File: config.mk
export PLATFORM = sky130hd
export DESIGN_NAME = led_pulse_slot_renderer
export DESIGN_NICKNAME = d
export VERILOG_FILES = /design/src/design/lpsr_pkg.sv /design/src/design/lpsr_front.sv /design/src/design/lpsr_back.sv /design/src/design/led_pulse_slot_renderer.sv
export SDC_FILE = /design/constraint.sdc
export NUM_CORES = 1
export LEC_CHECK = 0
export BUFFER_PORTS_ARGS = -buffer_cell sky130_fd_sc_hd__buf_2
export CORE_MARGIN = 2
export CORE_UTILIZATION = 65
export DETAILED_ROUTE_END_ITERATION = 10
export PLACE_DENSITY = 0.81
export SETUP_SLACK_MARGIN = 0.02
export SLEW_MARGIN = 10
export SYNTH_ARGS = -nofsm -noshare
export SYNTH_HDL_FRONTEND = slang
export SYNTH_HIERARCHICAL = 1
export SYNTH_SLANG_ARGS = --single-unit
File: constraint.sdc
create_clock -name clock -period 18.6 [get_ports clock]
set_input_delay 1.86 -clock clock [delete_from_list [all_inputs] [get_ports clock]]
set_output_delay 1.86 -clock clock [all_outputs]
set_load 0.05 [all_outputs]
File: src/design/lpsr_pkg.sv
package lpsr_pkg;

   localparam int OP_W = 2;
   localparam int LED_W = 6;
   localparam int BRIGHT_W = 8;
   localparam int RED_W = 8;
   localparam int REACH = 14;
   localparam int DIST_W = 4;
   localparam int WEIGHT_W = 9;
   localparam int WEIGHT_FRAC = 8;
   localparam int CONTRIB_W = BRIGHT_W + WEIGHT_W - WEIGHT_FRAC;
   localparam int CMD_DEPTH = 2;
   localparam int CMD_PTR_W = 1;
   localparam int CMD_CNT_W = 2;
   localparam logic [RED_W-1:0] RED_MAX = '1;

   typedef enum logic [OP_W-1:0] {
      OP_SPAWN  = 2'd0,
      OP_TICK   = 2'd1,
      OP_RENDER = 2'd2,
      OP_NONE   = 2'd3
   } op_type;

   typedef enum logic [1:0] {
      KIND_SPAWN,
      KIND_TICK,
      KIND_RENDER
   } kind_type;

   typedef struct packed {
      kind_type              kind;
      logic                  direction;
      logic [BRIGHT_W-1:0]   brightness;
      logic [LED_W-1:0]      led_index;
      logic [RED_W-1:0]      base_red;
   } cmd_type;

   typedef enum logic [1:0] {
      ST_IDLE,
      ST_SCAN,
      ST_DRAIN,
      ST_DONE
   } back_state_type;

   function automatic logic [WEIGHT_W-1:0] weight_lookup(input logic [DIST_W-1:0] delta);
      logic [WEIGHT_W-1:0] w;
      unique case (delta)
         4'd0: w = 9'd256;
         4'd1: w = 9'd245;
         4'd2: w = 9'd216;
         4'd3: w = 9'd175;
         4'd4: w = 9'd131;
         4'd5: w = 9'd90;
         4'd6: w = 9'd57;
         4'd7: w = 9'd33;
         4'd8: w = 9'd17;
         4'd9: w = 9'd8;
         4'd10: w = 9'd3;
         4'd11: w = 9'd1;
         default: w = 9'd0;
      endcase
      return w;
   endfunction

endpackage

File: src/design/lpsr_front.sv
module lpsr_front (
   input  logic                          clock,
   input  logic                          reset,
   input  logic                          push,
   output logic                          full,
   input  logic [lpsr_pkg::OP_W-1:0]     req_op,
   input  logic                          req_direction,
   input  logic [lpsr_pkg::BRIGHT_W-1:0] req_brightness,
   input  logic [lpsr_pkg::LED_W-1:0]    req_led_index,
   input  logic [lpsr_pkg::RED_W-1:0]    req_base_red,
   output logic                          cmd_valid,
   input  logic                          cmd_take,
   output lpsr_pkg::cmd_type             cmd
);
   import lpsr_pkg::*;

   cmd_type               queue_ff [CMD_DEPTH];
   cmd_type               queue_in [CMD_DEPTH];
   logic [CMD_PTR_W-1:0]  wr_ptr_ff, wr_ptr_in;
   logic [CMD_PTR_W-1:0]  rd_ptr_ff, rd_ptr_in;
   logic [CMD_CNT_W-1:0]  count_ff, count_in;
   cmd_type               new_cmd;
   logic                  store;
   op_type                op;

   assign op = op_type'(req_op);
   assign full = (count_ff == CMD_CNT_W'(CMD_DEPTH));
   assign cmd_valid = (count_ff != '0);
   assign cmd = queue_ff[rd_ptr_ff];

   // Unused op codes are accepted and discarded here.
   always_comb begin
      new_cmd.direction = req_direction;
      new_cmd.brightness = req_brightness;
      new_cmd.led_index = req_led_index;
      new_cmd.base_red = req_base_red;
      new_cmd.kind = KIND_SPAWN;
      store = 1'b0;
      unique case (op)
         OP_SPAWN: begin
            new_cmd.kind = KIND_SPAWN;
            store = push && !full;
         end
         OP_TICK: begin
            new_cmd.kind = KIND_TICK;
            store = push && !full;
         end
         OP_RENDER: begin
            new_cmd.kind = KIND_RENDER;
            store = push && !full;
         end
         OP_NONE: begin
            store = 1'b0;
         end
      endcase
   end

   always_comb begin
      queue_in = queue_ff;
      wr_ptr_in = wr_ptr_ff;
      rd_ptr_in = rd_ptr_ff;
      if (store) begin
         queue_in[wr_ptr_ff] = new_cmd;
         wr_ptr_in = wr_ptr_ff + 1'b1;
      end
      if (cmd_take) begin
         rd_ptr_in = rd_ptr_ff + 1'b1;
      end
      unique case ({store, cmd_take})
         2'b10: count_in = count_ff + 1'b1;
         2'b01: count_in = count_ff - 1'b1;
         2'b00: count_in = count_ff;
         2'b11: count_in = count_ff;
      endcase
   end

   always_ff @(posedge clock) begin
      queue_ff <= queue_in;
      if (reset) begin
         wr_ptr_ff <= '0;
         rd_ptr_ff <= '0;
         count_ff <= '0;
      end else begin
         wr_ptr_ff <= wr_ptr_in;
         rd_ptr_ff <= rd_ptr_in;
         count_ff <= count_in;
      end
   end

   a_count_bound: assert property (@(posedge clock) disable iff (reset)
      count_ff <= CMD_CNT_W'(CMD_DEPTH))
      else $error("command queue count out of range");

   a_count_grow: assert property (@(posedge clock) disable iff (reset)
      (store && !cmd_take) |=> (count_ff == $past(count_ff) + 1'b1))
      else $error("command queue lost a stored transaction");

endmodule

File: src/design/lpsr_back.sv
module lpsr_back #(
   parameter int STRIP_LEDS = 64,
   parameter int PULSE_SLOTS = 4
) (
   input  logic                        clock,
   input  logic                        reset,
   input  logic                        cmd_valid,
   output logic                        cmd_take,
   input  lpsr_pkg::cmd_type           cmd,
   output logic                        empty,
   input  logic                        pop,
   output logic [lpsr_pkg::RED_W-1:0]  rsp_red_out,
   output logic [lpsr_pkg::LED_W-1:0]  rsp_led_number
);
   import lpsr_pkg::*;

   localparam int POS_W = $clog2(2 * STRIP_LEDS);
   localparam int CALC_W = POS_W + 2;
   localparam int SLOT_W = (PULSE_SLOTS > 1) ? $clog2(PULSE_SLOTS) : 1;
   localparam int PROD_W = BRIGHT_W + WEIGHT_W;
   localparam int SUM_W = RED_W + 2;
   localparam logic [POS_W-1:0] POS_RIGHT = POS_W'(2 * (STRIP_LEDS - 1));
   localparam logic [POS_W:0] POS_HIGH = (POS_W + 1)'(STRIP_LEDS + REACH);
   localparam logic [POS_W:0] POS_LOW = (POS_W + 1)'(STRIP_LEDS - REACH);
   localparam logic [CALC_W-1:0] LED_COUNT = CALC_W'(STRIP_LEDS);
   localparam logic [CALC_W-1:0] LED_HALF = CALC_W'(STRIP_LEDS / 2);
   localparam logic [CALC_W-1:0] DIST_LIMIT = CALC_W'(REACH);
   localparam logic [SLOT_W-1:0] SLOT_LAST = SLOT_W'(PULSE_SLOTS - 1);

   logic [POS_W-1:0]     pos_ff [PULSE_SLOTS];
   logic [POS_W-1:0]     pos_in [PULSE_SLOTS];
   logic [BRIGHT_W-1:0]  bright_ff [PULSE_SLOTS];
   logic [BRIGHT_W-1:0]  bright_in [PULSE_SLOTS];
   logic [PULSE_SLOTS-1:0] dir_ff, dir_in;
   logic [PULSE_SLOTS-1:0] active_ff, active_in;

   back_state_type       state_ff, state_in;
   logic [SLOT_W-1:0]    idx_ff, idx_in;
   logic [LED_W-1:0]     led_ff, led_in;
   logic [RED_W-1:0]     acc_ff, acc_in;
   logic [CONTRIB_W-1:0] contrib_ff, contrib_in;
   logic                 contrib_valid_ff, contrib_valid_in;
   logic                 rsp_valid_ff, rsp_valid_in;
   logic [RED_W-1:0]     rsp_red_ff, rsp_red_in;
   logic [LED_W-1:0]     rsp_led_ff, rsp_led_in;
   logic                 rsp_load;

   logic                 free_found, same_found, spawn_hit;
   logic [SLOT_W-1:0]    free_idx, same_idx, spawn_idx;
   logic [POS_W:0]       step_up [PULSE_SLOTS];
   logic [POS_W:0]       step_down [PULSE_SLOTS];

   logic [CALC_W-1:0]    twice_led, pos_ext, led_ext, delta;
   logic                 slot_counts;
   logic [PROD_W-1:0]    product;
   logic [CONTRIB_W-1:0] slot_contrib;
   logic [SUM_W-1:0]     acc_sum;
   logic [RED_W-1:0]     acc_sat;

   assign empty = !rsp_valid_ff;
   assign rsp_red_out = rsp_red_ff;
   assign rsp_led_number = rsp_led_ff;

   // Lowest free slot first, otherwise the lowest slot heading the same way.
   always_comb begin
      free_found = 1'b0;
      free_idx = '0;
      same_found = 1'b0;
      same_idx = '0;
      for (int k = PULSE_SLOTS - 1; k >= 0; k--) begin
         if (!active_ff[k]) begin
            free_found = 1'b1;
            free_idx = SLOT_W'(k);
         end
         if (dir_ff[k] == cmd.direction) begin
            same_found = 1'b1;
            same_idx = SLOT_W'(k);
         end
      end
      spawn_hit = free_found || same_found;
      spawn_idx = free_found ? free_idx : same_idx;
   end

   always_comb begin
      for (int k = 0; k < PULSE_SLOTS; k++) begin
         step_up[k] = {1'b0, pos_ff[k]} + 1'b1;
         step_down[k] = {1'b0, pos_ff[k]} - 1'b1;
      end
   end

   always_comb begin
      twice_led = CALC_W'({led_ff, 1'b0});
      led_ext = CALC_W'(led_ff);
      pos_ext = CALC_W'(pos_ff[idx_ff]);
      delta = (twice_led >= pos_ext) ? (twice_led - pos_ext) : (pos_ext - twice_led);
      slot_counts = (led_ext < LED_COUNT) && active_ff[idx_ff]
         && ((dir_ff[idx_ff] == 1'b0) == (led_ext < LED_HALF)) && (delta < DIST_LIMIT);
      product = PROD_W'(bright_ff[idx_ff]) * PROD_W'(weight_lookup(delta[DIST_W-1:0]));
      slot_contrib = slot_counts ? product[PROD_W-1:WEIGHT_FRAC] : '0;
      acc_sum = SUM_W'(acc_ff) + SUM_W'(contrib_ff);
      acc_sat = (acc_sum > SUM_W'(RED_MAX)) ? RED_MAX : acc_sum[RED_W-1:0];
   end

   always_comb begin
      state_in = state_ff;
      pos_in = pos_ff;
      bright_in = bright_ff;
      dir_in = dir_ff;
      active_in = active_ff;
      idx_in = idx_ff;
      led_in = led_ff;
      acc_in = contrib_valid_ff ? acc_sat : acc_ff;
      contrib_in = contrib_ff;
      contrib_valid_in = 1'b0;
      cmd_take = 1'b0;
      rsp_load = 1'b0;
      unique case (state_ff)
         ST_IDLE: begin
            if (cmd_valid) begin
               cmd_take = 1'b1;
               unique case (cmd.kind)
                  KIND_SPAWN: begin
                     if (spawn_hit) begin
                        pos_in[spawn_idx] = cmd.direction ? POS_RIGHT : '0;
                        dir_in[spawn_idx] = cmd.direction;
                        bright_in[spawn_idx] = cmd.brightness;
                        active_in[spawn_idx] = 1'b1;
                     end
                  end
                  KIND_TICK: begin
                     for (int k = 0; k < PULSE_SLOTS; k++) begin
                        if (active_ff[k]) begin
                           if (!dir_ff[k]) begin
                              pos_in[k] = step_up[k][POS_W-1:0];
                              active_in[k] = !(step_up[k] > POS_HIGH);
                           end else begin
                              pos_in[k] = step_down[k][POS_W-1:0];
                              active_in[k] = !(step_down[k] < POS_LOW);
                           end
                        end
                     end
                  end
                  KIND_RENDER: begin
                     led_in = cmd.led_index;
                     acc_in = cmd.base_red;
                     idx_in = '0;
                     state_in = ST_SCAN;
                  end
                  default: begin
                  end
               endcase
            end
         end
         ST_SCAN: begin
            contrib_in = slot_contrib;
            contrib_valid_in = 1'b1;
            idx_in = idx_ff + 1'b1;
            if (idx_ff == SLOT_LAST) begin
               state_in = ST_DRAIN;
            end
         end
         ST_DRAIN: begin
            state_in = ST_DONE;
         end
         ST_DONE: begin
            if (!rsp_valid_ff || pop) begin
               rsp_load = 1'b1;
               state_in = ST_IDLE;
            end
         end
      endcase
   end

   always_comb begin
      rsp_red_in = rsp_red_ff;
      rsp_led_in = rsp_led_ff;
      rsp_valid_in = rsp_valid_ff && !pop;
      if (rsp_load) begin
         rsp_red_in = acc_ff;
         rsp_led_in = led_ff;
         rsp_valid_in = 1'b1;
      end
   end

   always_ff @(posedge clock) begin
      pos_ff <= pos_in;
      bright_ff <= bright_in;
      dir_ff <= dir_in;
      idx_ff <= idx_in;
      led_ff <= led_in;
      acc_ff <= acc_in;
      contrib_ff <= contrib_in;
      rsp_red_ff <= rsp_red_in;
      rsp_led_ff <= rsp_led_in;
      if (reset) begin
         for (int k = 0; k < PULSE_SLOTS; k++) begin
            pos_ff[k] <= '0;
            bright_ff[k] <= '0;
         end
         dir_ff <= '0;
         active_ff <= '0;
         state_ff <= ST_IDLE;
         contrib_valid_ff <= 1'b0;
         rsp_valid_ff <= 1'b0;
      end else begin
         active_ff <= active_in;
         state_ff <= state_in;
         contrib_valid_ff <= contrib_valid_in;
         rsp_valid_ff <= rsp_valid_in;
      end
   end

   a_take_idle: assert property (@(posedge clock) disable iff (reset)
      cmd_take |-> (state_ff == ST_IDLE && cmd_valid))
      else $error("command taken outside the idle state");

   a_rsp_hold: assert property (@(posedge clock) disable iff (reset)
      rsp_load |-> (!rsp_valid_ff || pop))
      else $error("result register overwritten before it was popped");

   a_spawn_active: assert property (@(posedge clock) disable iff (reset)
      (cmd_take && cmd.kind == KIND_SPAWN) |=> (active_ff != '0))
      else $error("spawn left no active slot");

   a_scan_end: assert property (@(posedge clock) disable iff (reset)
      (state_ff == ST_SCAN && idx_ff == SLOT_LAST) |=> (state_ff == ST_DRAIN))
      else $error("render scan did not end after the last slot");

endmodule

File: src/design/led_pulse_slot_renderer.sv
// A render transaction passes the command queue, then the engine's idle, scan, drain and
// done states before its result is loaded into the rsp register; the engine takes no new
// command until then. The scan weighs one slot per cycle; idle handles a spawn or tick.
// A two-entry command queue keeps accepting while the engine works or a result waits.
// Reset is synchronous and active high; it empties both queues and clears every slot.
module led_pulse_slot_renderer #(
   parameter int STRIP_LEDS = 64,
   parameter int PULSE_SLOTS = 4
) (
   input  logic                          clock,
   input  logic                          reset,
   input  logic                          push,
   output logic                          full,
   input  logic [lpsr_pkg::OP_W-1:0]     req_op,
   input  logic                          req_direction,
   input  logic [lpsr_pkg::BRIGHT_W-1:0] req_brightness,
   input  logic [lpsr_pkg::LED_W-1:0]    req_led_index,
   input  logic [lpsr_pkg::RED_W-1:0]    req_base_red,
   output logic                          empty,
   input  logic                          pop,
   output logic [lpsr_pkg::RED_W-1:0]    rsp_red_out,
   output logic [lpsr_pkg::LED_W-1:0]    rsp_led_number
);
   import lpsr_pkg::*;

   logic    cmd_valid;
   logic    cmd_take;
   cmd_type cmd;

   lpsr_front u_front (
      .clock          (clock),
      .reset          (reset),
      .push           (push),
      .full           (full),
      .req_op         (req_op),
      .req_direction  (req_direction),
      .req_brightness (req_brightness),
      .req_led_index  (req_led_index),
      .req_base_red   (req_base_red),
      .cmd_valid      (cmd_valid),
      .cmd_take       (cmd_take),
      .cmd            (cmd)
   );

   lpsr_back #(
      .STRIP_LEDS  (STRIP_LEDS),
      .PULSE_SLOTS (PULSE_SLOTS)
   ) u_back (
      .clock          (clock),
      .reset          (reset),
      .cmd_valid      (cmd_valid),
      .cmd_take       (cmd_take),
      .cmd            (cmd),
      .empty          (empty),
      .pop            (pop),
      .rsp_red_out    (rsp_red_out),
      .rsp_led_number (rsp_led_number)
   );

endmodule

==> results of run 1 <==
[kinds of logic after synthesis]
family	count (synthesis)	share of synthesized area, %
muxes	92	9.967
xor gates and xnor gates	24	1.824
AOI/OAI and AO/OA	251	15.20
buffers and inverters	162	5.505
adders and majority gates	119	15.80
DFF	165	35.70
and+or+nand+nor	385	16.00
[final timing paths]
path                    startpoint                    end  slack [ns]  depth (start not counted)
setup / recovery  u_back/idx_ff[0]   u_back/contrib_ff[8]       10.38                         27
setup reg to reg  u_back/idx_ff[0]   u_back/contrib_ff[8]       10.38                         27
hold reg to reg   u_back/acc_ff[3]  u_back/rsp_red_out[3]        0.47                          0
hold / removal    u_back/acc_ff[3]  u_back/rsp_red_out[3]        0.47                          0
[layout make-up]
cell class              instances  area [um2]
clock inverters                14       160.2
fillers                      1241        4831
multi-input cells             871        6780
inverters                     112       420.4
clock buffers                  18       429.2
well taps                     225       281.5
repair buffers                 52       280.3
flip-flops and latches        165        4114
[critical path, cell delays in order, from the launching register on]
cell      delay (ns)
edfxtp_1        0.32
buf_4           0.33
mux4_2          0.55
inv_1           0.10
ha_1            0.24
ha_1            0.35
o211ai_2        0.13
a21oi_1         0.54
nor4_1          0.20
a211oi_4        0.45
and2_0          0.36
o32a_1          0.37
nor2_1          0.11
fa_1            0.50
fa_1            0.52
fa_1            0.54
inv_1           0.05
fa_1            0.53
inv_1           0.04
ha_1            0.35
a21oi_1         0.18
o21bai_1        0.11
a21oi_1         0.15
inv_1           0.06
nor2_1          0.18
o21ai_4         0.12
a221oi_2        0.23
mux2_1          0.34
[per-layer routing]
layer	up-vias	global-route usage, %	routed length (um)
li1	4306	-	-
met1	4332	39.91	11590
met2	312	48.29	12490
met3	36	4.296	1623
met4	0	7.961	391
met5	-	0	0
[through the flow]
step	util [%]	cells	worst slack, ns	hold WS [ns]
5_1_grt	72.07	1457	9.799	0.4853
3_3_place_gp	68.66	1425	10.60	0.4468
6_report	72.07	1457	10.38	0.4712
2_1_floorplan	-	1198	10.46	0.4314
4_1_cts	72.07	1457	10.38	0.4709
3_5_place_dp	68.66	1425	10.38	0.4538
[power by group]
| part | internal [W] | leakage (nW) | switching (W) |
|---|---|---|---|
| sequential | 0.000437 | 1.43 | 0.0000433 |
| clock | 0.000192 | 0.291 | 0.000163 |
| combinational | 0.000203 | 3.49 | 0.000319 |
| total | 0.000831 | 5.21 | 0.000525 |
[flip-flops by register name, summed over array words and instances (netlist names), 2 cells and up]
register / count
u_back/active_ff: 4
u_back/dir_ff: 4
u_back/acc_ff: 8
u_back/rsp_red_out: 8
u_front/queue_ff: 50
u_back/led_ff: 6
u_back/state_ff: 2
u_front/count_ff: 2
u_back/pos_ff: 28
u_back/bright_ff: 32
u_back/idx_ff: 2
u_back/contrib_ff: 9
u_back/rsp_led_number: 6
[placed cells by master, fill, tap and decap left out, types with 30 or more instances in the layout]
cell type,Yosys,routed
a21oi_1,58,58
buf_2,8,44
dfxtp_1,84,84
edfxtp_1,81,81
fa_1,44,44
ha_1,74,74
inv_1,111,111
mux2i_1,47,47
nand2_1,93,93
nor2_1,132,130
nor3_1,30,30
o21ai_0,51,51
==> flow_metrics.env, run 1 <==
export IMPL_synth_edf_count=81
export IMPL_synth_most_common_cell="nor2_1"
export IMPL_synth_seq_cells=165
export IMPL_clk_pin_slew_ns=0.07
export IMPL_crit_fanout=23
export IMPL_cts_sinks=165
export IMPL_power_per_cell_area_nw_per_um2=108.8
export IMPL_dpl_hpwl_um=18800
export IMPL_synth_cells=1198
export IMPL_hold_viol=0
export IMPL_finalSetupViolations=0
export IMPL_num_antenna_cells=0
export IMPL_grt_pass1_wl_um=43060
export IMPL_post_route_period_util_pct=44.21
export IMPL_worstPathRequired_ns=18.78
export IMPL_drc=0
export IMPL_leakagePower_nw=5.214
export IMPL_drv_cap=0
export IMPL_seq_area_frac_synth_pct=35.70
export IMPL_power_w=0.001357
export IMPL_cts_made_buffers=17
export IMPL_ys_types=84
export IMPL_viasPerCell=6.167
export IMPL_setup_tns_ns=0
export IMPL_drive_above_1_share_pct=12.66
export IMPL_grt_usage_pct=29.09
export IMPL_synthArstFlopShare_pct=0
export IMPL_clk_latency_ns=0.43
export IMPL_root_buffer="clkbuf_16"
export IMPL_final_area_um2=12470
export IMPL_crit_type="reg -> reg"
export IMPL_synth_largest_area_cell="edfxtp_1"
export IMPL_drtAntennaViolNets=0
export IMPL_coreArea_um2=17300
export IMPL_wl_um=26090
export IMPL_cts_buffer_depth=2
export IMPL_worstPathArrival_ns=8.40
export IMPL_placed_area_um2=11880
export IMPL_synth_warnings=6
export IMPL_syn_cell_area_um2=11520
export IMPL_die_area_um2=18810
export IMPL_yosys_most_used_dff="dfxtp_1"
export IMPL_die_width_um=137.2
export IMPL_post_cts_setup_buffer_count=0
export IMPL_fmax_ghz=0.1216
export IMPL_grt_overflow=0
export IMPL_io_pins=45
export IMPL_outcome="complete, no violations"
export IMPL_synth_nets=1345
export IMPL_synth_top_area_share_pct=21.11
export IMPL_tightest_slew_ns=1.034
export IMPL_fin_worst_skew_ns=0.01410
export IMPL_htreeDepth=4
export IMPL_cts_tree="yes"
export IMPL_area_delta_synth_final_pct=8.176
export IMPL_cp_end_kind="flop"
export IMPL_peakVddDrop_mv=0.07995
export IMPL_vias=8986
export IMPL_antenna_found_initial=0
export IMPL_gp_congestion=0.9516
export IMPL_dr_pass1_iters=6
export IMPL_period_needed_ns=8.222
export IMPL_drt_wirelength_per_cell_um=17.91
export IMPL_slew_viol_final=0
export IMPL_row_count=48
export IMPL_post_cts_resized=0
export IMPL_syn_avg_cell_area_um2=9.619
export IMPL_synthTopCellsByArea="edfxtp_1, dfxtp_1, ha_1, fa_1, nor2_1"
export IMPL_maxSlewHeadroom_pct=31.07
export IMPL_grt_pass1_vias=8614
export IMPL_hp_class="reg -> reg"
export IMPL_synth_top_cells_by_count="nor2_1, inv_1, nand2_1, dfxtp_1, edfxtp_1"
export IMPL_start_util_pct=66.62
export IMPL_start_kind="flop"
export IMPL_grt_max_degree=78
export IMPL_io_buffers=44
export IMPL_rsz0062_at_grt="false"
export IMPL_postCtsHoldBufs=0
export IMPL_die_h_um=137.2
export IMPL_nNetsFinal=1366
export IMPL_first_iter_violations=695
Note: power is estimated with default switching activity, not from simulation.
==> run 2, diff against run 1 <==
--- a/config.mk
+++ b/config.mk
@@ -7,9 +7,9 @@
 export LEC_CHECK = 0
 export BUFFER_PORTS_ARGS = -buffer_cell sky130_fd_sc_hd__buf_2
 export CORE_MARGIN = 2
-export CORE_UTILIZATION = 65
+export CORE_UTILIZATION = 57
 export DETAILED_ROUTE_END_ITERATION = 10
-export PLACE_DENSITY = 0.81
+export PLACE_DENSITY = 0.75
 export SETUP_SLACK_MARGIN = 0.02
 export SLEW_MARGIN = 10
 export SYNTH_ARGS = -nofsm -noshare
==> constraint.sdc (replaced) <==
create_clock -name clock -period 7.5 [get_ports clock]
set_input_delay 0.75 -clock clock [delete_from_list [all_inputs] [get_ports clock]]
set_output_delay 0.75 -clock clock [all_outputs]
set_load 0.05 [all_outputs]
==> run 2 against run 1 <==
Worst hold slack improved by 0.0058 ns. Final area increased by 4.4%. Flip-flop and latch count unchanged. Largest power group unchanged.
==> flow_metrics.env, run 2 (synthesized netlist as in run 1, its figures left out) <==
export IMPL_drv_cap=0
export IMPL_die_h_um=146.2
export IMPL_cts_made_buffers=17
export IMPL_start_kind="flop"
export IMPL_drive_above_1_share_pct=17.14
export IMPL_vias=9045
export IMPL_rsz0062_at_grt="false"
export IMPL_clk_latency_ns=0.43
export IMPL_dpl_hpwl_um=19800
export IMPL_grt_pass1_wl_um=44570
export IMPL_fin_worst_skew_ns=0.01522
export IMPL_hold_viol=0
export IMPL_crit_fanout=8
export IMPL_coreArea_um2=20040
export IMPL_largest_register="u_front/queue_ff"
export IMPL_drc=0
export IMPL_hp_class="reg -> reg"
export IMPL_first_iter_violations=611
export IMPL_grt_max_degree=78
export IMPL_peakVddDrop_mv=0.2040
export IMPL_tightest_slew_ns=1.033
export IMPL_die_width_um=146.2
export IMPL_slew_viol_final=0
export IMPL_worst_path_most_repeated_cell="fa_1"
export IMPL_cts_sinks=165
export IMPL_fmax_ghz=0.1398
export IMPL_die_area_um2=21370
export IMPL_drtAntennaViolNets=0
export IMPL_setup_tns_ns=0
export IMPL_crit_type="reg -> reg"
export IMPL_viasPerCell=5.889
export IMPL_final_common_cell="nor2_1"
export IMPL_io_buffers=44
export IMPL_area_delta_synth_final_pct=12.92
export IMPL_finalSetupViolations=0
export IMPL_leakagePower_nw=5.424
export IMPL_io_pins=45
export IMPL_comb_power_share_pct=40.3
export IMPL_root_buffer="clkbuf_16"
export IMPL_met1_length_um=11350
export IMPL_final_fill_count=1598
export IMPL_top_layer="met4"
export IMPL_postCtsHoldBufs=0
export IMPL_num_antenna_cells=0
export IMPL_largest_register_ffs=50
export IMPL_wl_um=27070
export IMPL_antenna_found_initial=0
export IMPL_wl_met2_um=13710
export IMPL_fin_cells=1536
export IMPL_clk_pin_slew_ns=0.08
export IMPL_grt_usage_pct=25.77
export IMPL_cts_buffer_depth=2
export IMPL_pwr_share_seq_pct=33.4
export IMPL_cp_slowest_cell="fa_1"
export IMPL_dr_pass1_iters=6
export IMPL_p_int_w=0.002180
export IMPL_period_needed_ns=7.154
export IMPL_grt_pass1_vias=8818
export IMPL_htreeDepth=4
export IMPL_largestRegisters="u_front/queue_ff (50), u_back/bright_ff (32), u_back/pos_ff (28)"
export IMPL_maxSlewHeadroom_pct=30.83
export IMPL_met3_length_um=1265
export IMPL_cts_tree="yes"
export IMPL_row_count=52
export IMPL_worstPathArrival_ns=7.34
export IMPL_layout_common_cells="nor2_1, inv_1, nand2_1"
export IMPL_setup_slack_ns=0.3465
export IMPL_swShare_pct=38.63
export IMPL_power_per_cell_area_nw_per_um2=273.0
export IMPL_post_route_period_util_pct=95.38
export IMPL_preCtsSetupSlack_ns=0.06115
export IMPL_start_util_pct=57.50
export IMPL_gp_congestion=0.9561
export IMPL_drt_wirelength_per_cell_um=17.63
export IMPL_clock_power_share_pct=26.3
export IMPL_dp_cells=1495
export IMPL_cp_end_kind="flop"
export IMPL_outcome="complete, no violations"
export IMPL_p_sw_w=0.001372
export IMPL_grt_overflow=0
export IMPL_worstPathRequired_ns=7.69
export IMPL_slowest_delay_ns=0.54
export IMPL_nNetsFinal=1400
## run 2: power groups by stage
| stage | clock network [W] | registers (W) | logic (W) |
|---|---|---|---|
| 2_1_floorplan | 0 | 0.00116 | 0.00103 |
| 3_3_place_gp | 0 | 0.00120 | 0.00131 |
| 3_5_place_dp | 0 | 0.00121 | 0.00135 |
| 4_1_cts | 0.000949 | 0.00119 | 0.00136 |
| 5_1_grt | 0.000980 | 0.00120 | 0.00159 |
| 6_report | 0.000935 | 0.00119 | 0.00143 |
## run 2: repair_timing
action	CTS	global route
setup buffers	0	9
gates resized for setup	0	32
endpoints found under the setup margin	0	9
## run 2: worst paths after layout
check | from | to | slack (ns) | cells after the start
max | u_back/idx_ff[0] | u_back/contrib_ff[8] | 0.35 | 26
min | u_back/acc_ff[7] | u_back/rsp_red_out[7] | 0.48 | 0
max reg2reg | u_back/idx_ff[0] | u_back/contrib_ff[8] | 0.35 | 26
min reg2reg | u_back/acc_ff[7] | u_back/rsp_red_out[7] | 0.48 | 0
## run 2: cell type report
type	instances	area, um2	share of cell area, %
inverters	112	420.4	3.231
clock buffers	18	450.4	3.462
well taps	270	337.8	2.596
flip-flops and latches	165	4114	31.62
multi-input cells	871	6954	53.44
repair buffers	86	539.3	4.144
clock inverters	14	196.4	1.510
## run 2: through the flow
step	hold WS, ns	power [W]	utilization, %	cell area (um2)
floorplan	0.4314	0.002197	-	11590
global placement	0.4557	0.002507	60.70	12160
detailed placement	0.4564	0.002553	60.70	12160
CTS	0.4765	0.003496	63.93	12810
finish	0.4770	0.003552	64.94	13010
global route	0.4912	0.003772	64.94	13010
## run 2: per-layer routing
layer	up-vias	track usage, %
met5	-	0
met4	0	8.495
met3	44	3.781
met2	261	44.74
met1	4378	33.30
li1	4362	-
## run 2: critical path: cells and delay by family, from the launching register on
kind / cells / cell delay (ns)
adders and majority gates: 6 / 2.74
AOI/OAI and AO/OA: 9 / 1.86
muxes: 2 / 0.86
buffers and inverters: 5 / 0.54
and+or+nand+nor: 4 / 0.47
DFF: 1 / 0.46
